<file path="config.mk">
export PLATFORM = sky130hd
export DESIGN_NAME = mcs_ctrl
export DESIGN_NICKNAME = d
export VERILOG_FILES = /design/src/sv/mcs_pkg.sv /design/src/sv/mcs_ctrl.sv
export SDC_FILE = /design/constraint.sdc
export NUM_CORES = 1
export LEC_CHECK = 0
export ABC_AREA = 1
export ABC_CLOCK_PERIOD_IN_PS = 4300
export BUFFER_PORTS_ARGS = -buffer_cell sky130_fd_sc_hd__buf_2
export CAP_MARGIN = 20
export CORE_MARGIN = 3
export CORE_UTILIZATION = 59
export CTS_CLUSTER_DIAMETER = 120
export DETAILED_ROUTE_END_ITERATION = 8
export PLACE_DENSITY = 0.86
export SYNTH_ARGS = -nofsm -noshare
export SYNTH_HDL_FRONTEND = slang
export SYNTH_SLANG_ARGS = --single-unit
</file>
<file path="constraint.sdc">
create_clock -name clk -period 4.3 [get_ports clk]
set_input_delay 0.215 -clock clk [delete_from_list [all_inputs] [get_ports clk]]
set_output_delay 0.215 -clock clk [all_outputs]
set_load 0.05 [all_outputs]
</file>
<file path="src/sv/mcs_pkg.sv">
// package for the multiplexed counter scaler: status codes, widths, command types
// no dependencies
`default_nettype none
package mcs_pkg;
    localparam int CountW = 64;
    localparam int ScaledW = 63;
    localparam int NumSlots = 8;
    localparam int SlotW = 3;

    localparam logic [1:0] STATUS_OK = 2'd0;
    localparam logic [1:0] STATUS_RUN_ZERO = 2'd1;
    localparam logic [1:0] STATUS_DECREASE = 2'd2;
    localparam logic [1:0] STATUS_GLITCH = 2'd3;

    localparam logic CFG_GROUP_MODE = 1'b0;
    localparam logic CFG_WATCH = 1'b1;

    localparam logic [63:0] GLITCH_FLOOR = 64'h0000_4000_0000_0000;
    localparam logic [63:0] SAT_MAX = 64'h7FFF_FFFF_FFFF_FFFF;

    typedef struct packed {
        logic load;        // capture request and run the front checks
        logic mul;         // accumulate one 32x32 partial product
        logic [1:0] part;  // which partial: 0 lo*lo, 1 lo*hi, 2 hi*lo, 3 hi*hi
        logic div_start;   // load divider
        logic div_step;    // one quotient bit
        logic store;       // write quotient of current slot
        logic commit;      // update history
        logic [SlotW-1:0] slot;
    } mcs_cmd_t;

    typedef struct packed {
        logic [1:0] front_status; // checks before scaling
        logic [3:0] used;         // number of slots to scale
        logic glitch;             // glitch on current slot
    } mcs_stat_t;
endpackage
`default_nettype wire

</file>
<file path="src/sv/mcs_ctrl.sv">
// controller: sequences checks, glitch scan and per-slot divide, holds result
// depends on mcs_pkg
`default_nettype none
module mcs_ctrl (
    input  wire logic clk,
    input  wire logic rst_n,
    input  wire logic in_valid,
    output logic in_stall,
    output logic out_valid,
    input  wire logic out_stall,
    input  wire mcs_pkg::mcs_stat_t stat,
    output mcs_pkg::mcs_cmd_t cmd,
    output logic [1:0] status,
    output logic zero_out
);
    localparam logic [2:0] S_IDLE = 3'd0;
    localparam logic [2:0] S_CHECK = 3'd1;
    localparam logic [2:0] S_SCAN = 3'd2;
    localparam logic [2:0] S_MUL = 3'd3;
    localparam logic [2:0] S_DIVL = 3'd4;
    localparam logic [2:0] S_DIV = 3'd5;
    localparam logic [2:0] S_OUT = 3'd6;

    logic [2:0] state_reg, state_next;
    logic [3:0] slot_reg, slot_next;
    logic [6:0] step_reg, step_next;
    logic [1:0] status_reg, status_next;
    logic zero_reg, zero_next;

    always_comb
    begin
        state_next = state_reg;
        slot_next = slot_reg;
        step_next = step_reg;
        status_next = status_reg;
        zero_next = zero_reg;
        cmd = '0;
        cmd.slot = slot_reg[2:0];
        unique case (state_reg)
            S_IDLE:
            begin
                if (in_valid)
                begin
                    cmd.load = 1'b1;
                    state_next = S_CHECK;
                end
            end
            S_CHECK:
            begin
                slot_next = '0;
                if (stat.front_status != mcs_pkg::STATUS_OK)
                begin
                    status_next = stat.front_status;
                    zero_next = 1'b1;
                    state_next = S_OUT;
                end
                else
                    state_next = S_SCAN;
            end
            S_SCAN:
            begin
                // glitch check over every used slot before any history update
                if (slot_reg >= stat.used)
                begin
                    slot_next = '0;
                    step_next = '0;
                    state_next = (stat.used == 4'd0) ? S_OUT : S_MUL;
                    status_next = mcs_pkg::STATUS_OK;
                    zero_next = 1'b0;
                    if (stat.used == 4'd0)
                        cmd.commit = 1'b1;
                end
                else if (stat.glitch)
                begin
                    status_next = mcs_pkg::STATUS_GLITCH;
                    zero_next = 1'b1;
                    state_next = S_OUT;
                end
                else
                    slot_next = slot_reg + 4'd1;
            end
            S_MUL:
            begin
                // four partial products, one per cycle
                cmd.mul = 1'b1;
                cmd.part = step_reg[1:0];
                if (step_reg == 7'd3)
                    state_next = S_DIVL;
                else
                    step_next = step_reg + 7'd1;
            end
            S_DIVL:
            begin
                cmd.div_start = 1'b1;
                step_next = '0;
                state_next = S_DIV;
            end
            S_DIV:
            begin
                if (step_reg == 7'd64)
                begin
                    cmd.store = 1'b1;
                    slot_next = slot_reg + 4'd1;
                    step_next = '0;
                    if (slot_reg + 4'd1 >= stat.used)
                    begin
                        cmd.commit = 1'b1;
                        state_next = S_OUT;
                    end
                    else
                        state_next = S_MUL;
                end
                else
                begin
                    cmd.div_step = 1'b1;
                    step_next = step_reg + 7'd1;
                end
            end
            S_OUT:
            begin
                if (!out_stall)
                    state_next = S_IDLE;
            end
            default: state_next = S_IDLE;
        endcase
    end

    always_ff @(posedge clk or negedge rst_n)
    begin
        if (!rst_n)
        begin
            state_reg <= S_IDLE;
            slot_reg <= '0;
            step_reg <= '0;
            status_reg <= mcs_pkg::STATUS_OK;
            zero_reg <= 1'b0;
        end
        else
        begin
            state_reg <= state_next;
            slot_reg <= slot_next;
            step_reg <= step_next;
            status_reg <= status_next;
            zero_reg <= zero_next;
        end
    end

    assign in_stall = (state_reg != S_IDLE);
    assign out_valid = (state_reg == S_OUT);
    assign status = status_reg;
    assign zero_out = zero_reg;
endmodule
`default_nettype wire

</file>
Word-level counts from Yosys, hierarchy flattened:

Index checks and enable logic that the tools add are counted.
Widths: inputs -> output; s select.

* output and inout port bits: 16
* input bits: 11
* bits in read-only memories: 0
* bits in latches: 0
* register bits: 17
* bits in writable memories: 0
* memories: 0
* word-level logic and storage cells: 74

* multiplexer cells: 37
* reductions and logical operators: 11
* multipliers: 0
* $lt $le $gt $ge: 2
* $add $sub $neg: 2
* eq/ne operators: 17
* bitwise gates (word level): 0
* div/mod/pow operators: 0
* shifts and indexed selects: 0

Operators with widths (count)
* $mux 3: 10
* $pmux 7 s4: 1
* $mux 7: 3
* $pmux 3 s7: 1
* $ne 2x2->1 const B: 7
* $mux 4: 3
* $pmux 4 s3: 1
* $mux 1: 10
* $mux 2: 5
* $eq 3x3->1 const B: 3
* $reduce_and 3->1: 3
* $ge 4x4->1: 2
* $add 7x1->7 const B: 1
* $eq 7x2->1 const B: 1
* $eq 7x7->1 const B: 1
* $eq 3x2->1 const B: 2
* $ne 3x3->1 const B: 2
* $reduce_bool 3->1: 2
* $reduce_and 5->1: 1
* $add 4x1->4 const B: 1
* $logic_not 4->1: 1
* $pmux 1 s2: 2
* $pmux 2 s2: 1
* $reduce_bool 2->1: 2
* 3 further kinds: 3

Longest topological paths before layout:

* depth after elaboration: 5
* mapped depth: 13
* gate-level depth less buffers: 13

Worst setup path after synthesis:

Ideal clock, no wire load.

* kind: register to output
* start point: reg state_reg[1]
* end point: out cmd[3] in the netlist's numbering
* slack: 1814 ps
* path buffers: 0
* cell stages (with the launch flop): 8
* data required time: 4085 ps
* arrival: 2271 ps
* cell sequence: dfrtp_1 > inv_2 > nand2_1 > nor2_2 > inv_1 > nor2_1 > nand2_1 > o21ai_0

RTL lines
* start, declared: RTL line mcs_ctrl.sv:24 `logic [2:0] state_reg, state_next;`
* start signal, assigned: RTL line mcs_ctrl.sv:140 `state_reg <= state_next;`
* end, declared: RTL line mcs_ctrl.sv:12 `output mcs_pkg::mcs_cmd_t cmd,`

==> results by group <==
Outcome
  – Outcome: completed

Worst hold path
  – Hold WC Path Type: in2reg
  – Worst Hold Launch: stat[5]
  – WHS Endpoint: status[0]
  – WHS Path Cells: 4

Layout
  – # diodes: 0
  – Layout cells sized above 1: about a quarter
  – # fillers: approximately 210
  – Max reg flops: 7
  – Util after Layout: around 71%
  – Final std cells w/o fill: between 200 and 300
  – Nets: between 200 and 300
  – P&R area growth vs syn: 11.80%

Floorplan
  – Area of the die: around 3000 µm²
  – Die Ht: between 50 and 60 µm
  – Starting Density: between 60% and 70%
  – Core area: 2255 µm²
  – Die Wd: 55.26 µm
  – # IOs: 27
  – Row count: 17

Logic synthesis
  – Share of Yosys cell area claimed by the top area cell type: about 30%
  – Avg Inst Size Synth: between 7 and 8 µm²
  – Prevailing post-synth register cell: dfrtp_1
  – Cells after Synth: between 200 and 250
  – Most common library cells after synthesis: nand2_1, inv_1, dfrtp_1
  – FF+latch count, synth: 17
  – Syn. warnings: 0
  – Synthesized area: 1431 µm²
  – Area contributors post-synth: dfrtp_1, nand2_1, ha_1
  – Syn_nets: 224
  – Ys async rst share: 100.0%
  – Area leader, netlist: dfrtp_1
  – Synth cell types: 26
  – Count leader, synth: nand2_1
  – Sequential fraction of the synthesis area: around 30%
  – Post-synth EDFFs: 0

Timing
  – Final Hold Viols: 0
  – Max-slew violations: 0
  – Post-layout min period: 2275 ps
  – Max transition margin: around three quarters
  – Endpoints failing setup: 0
  – Hold WS: 290.7 ps
  – Clock skew: between 6 and 7 ps
  – Final Cycle Share: a little over half
  – PnR worst setup slack: 2025 ps
  – RSZ-0062 raised after global routing: no
  – Fmax: between 0.4 and 0.5 GHz
  – Slew @ Worst Pin: approximately 400 ps
  – Setup TNS: 0 ps

Detailed routing
  – Detailed Route Iter0 Violations: 29
  – Antenna Nets Post-Route: 0
  – Routed length per instance: 11.12 µm
  – Drt via density: 5.082
  – First-pass detailed-route iteration total: 4
  – Via count: 1301
  – Final wirelength: approximately 2800 µm
  – DRC Markers: 0

Setup path
  – Startpoint types: flip-flop
  – CP peak stage delay: 450 ps
  – Crit path capture type: primary output
  – R2r endpoint: step_reg[0]
  – Worst Path Required: 4090 ps
  – Most frequent CP cell: nand2_1
  – Critical path's slowest cell: dfrtp_1
  – R2r startpoint: slot_reg[0]
  – R2R depth: 12
  – CP Max Fanout: 5
  – Crit path cell chain: nand3_1, xor2_1, inv_1, ha_1, a21oi_1, nand2_1, nand2_1, o21ai_0, buf_2
  – Setup CP Type: reg2out
  – Arrival time worst endpoint: approximately 2000 ps
  – Worst R2R Setup Slack: 2470 ps

Clock tree
  – Clock buffer depth: 2
  – TritonCTS Sinks: 17
  – CTS clk-pin slew, worst paths: roughly 100 ps
  – Clock root cell: clkbuf_4
  – CTS Buf Count: 3
  – Clock Latency Late Sink: around 300 ps
  – H-tree lvl count: 1
  – CTS tree: yes
  – Post-CTS setup buffer count: 0

Place
  – PortBufs: 26
  – GP Congestion: 0.8845
  – DP Wirelength: between 2000 and 2500 µm
  – Placed instance count: 251
  – Pre-CTS setup slack: ~2400 ps

GRT
  – Vias in the first global route: ~1.2k
  – First-pass GRT wire length: between 4000 and 5000 µm
  – Initial antenna violation count: 0
  – Gr usage total: 19.81%
  – Gr ovfl total: 0
  – Largest net degree at the start of global routing: 18

Power and ir drop
  – Maximum VDD drop: roughly 0.43 mV
  – Leak Pwr: roughly 0.0009 µW
  – Pwr dens: 590.1 nW/µm²

Job
  – Maxcap violations: 0
## stage by stage
step | total power (µW) | cell area [µm²]
global route | 1037 | 1600
CTS | 951.1 | 1600
global placement | 853.0 | 1563
detailed placement | 863.4 | 1563
finish | 944.3 | 1600
floorplan | 765.8 | 1431
## report_power, final
part | switching, µW | internal [µW] | leakage, µW
Combinational | 436 | 172 | 0.000676
Clock | 52.9 | 34.7 | 0.0000177
Sequential | 49.1 | 200 | 0.000225
## layer usage
layer	track usage [%]	vias to the layer above	share of wire, %
li1	-	686	-
met1	24.44	579	46
met2	34.63	31	48
met3	3.505	5	4.7
met4	6.597	0	1.4
met5	0	-	0
## layout by cell type, fill, tap and decap left out, drive strengths merged, types with 4 or more instances in the layout
cell and instances:
nand2 65, inv 31, buf 26, o21ai 19, nand3 18, dfrtp 17
nor2 16, ha 12, a21oi 5, xor2 4
## worst max-delay path by stage
stage	from	endpoint	slack [ps]
after global placement	slot_reg[0]	cmd[3]	2390
after floorplan	state_reg[1]	cmd[3]	1810
after CTS	slot_reg[2]	cmd[3]	2030
final	slot_reg[2]	cmd[3]	2030
after detailed placement	slot_reg[2]	cmd[3]	2370
after global routing	slot_reg[2]	cmd[3]	1830
## worst max-delay path: cells and delay by family, from the launching register on
kind,cells,cell delay (ps)
AO/OA/AOI/OAI,2,260
XOR/XNOR,1,170
adder cells (fa/ha/maj),1,290
buffers and inverters,2,300
flip-flops,1,450
AND/OR/NAND/NOR,3,300
## final cells by class
| class | count | area, µm² | area share (%) |
|---|---|---|---|
| multi-input combinational | 149 | 855.8 | 53.48 |
| clock buffer | 3 | 22.52 | 1.407 |
| inverter | 31 | 116.4 | 7.271 |
| sequential | 17 | 425.4 | 26.58 |
| timing repair buffer | 27 | 140.1 | 8.757 |
| clock inverter | 1 | 5.005 | 0.3127 |
| tap | 28 | 35.03 | 2.189 |
## kinds of logic after synthesis
group	Yosys count	synth area share, %
adder cells (fa/ha/maj)	12	10.49
XOR/XNOR	5	3.059
AND/OR/NAND/NOR	106	34.44
AO/OA/AOI/OAI	26	11.80
buffers and inverters	35	10.49
flip-flops	17	29.72
## timing repair
item	in CTS	in global routing
hold endpoints to repair	17	0
endpoints found under the setup margin	0	0
gates resized for setup	0	0
hold buffers	1	0
No activity file was read; power rests on OpenSTA's default activity.
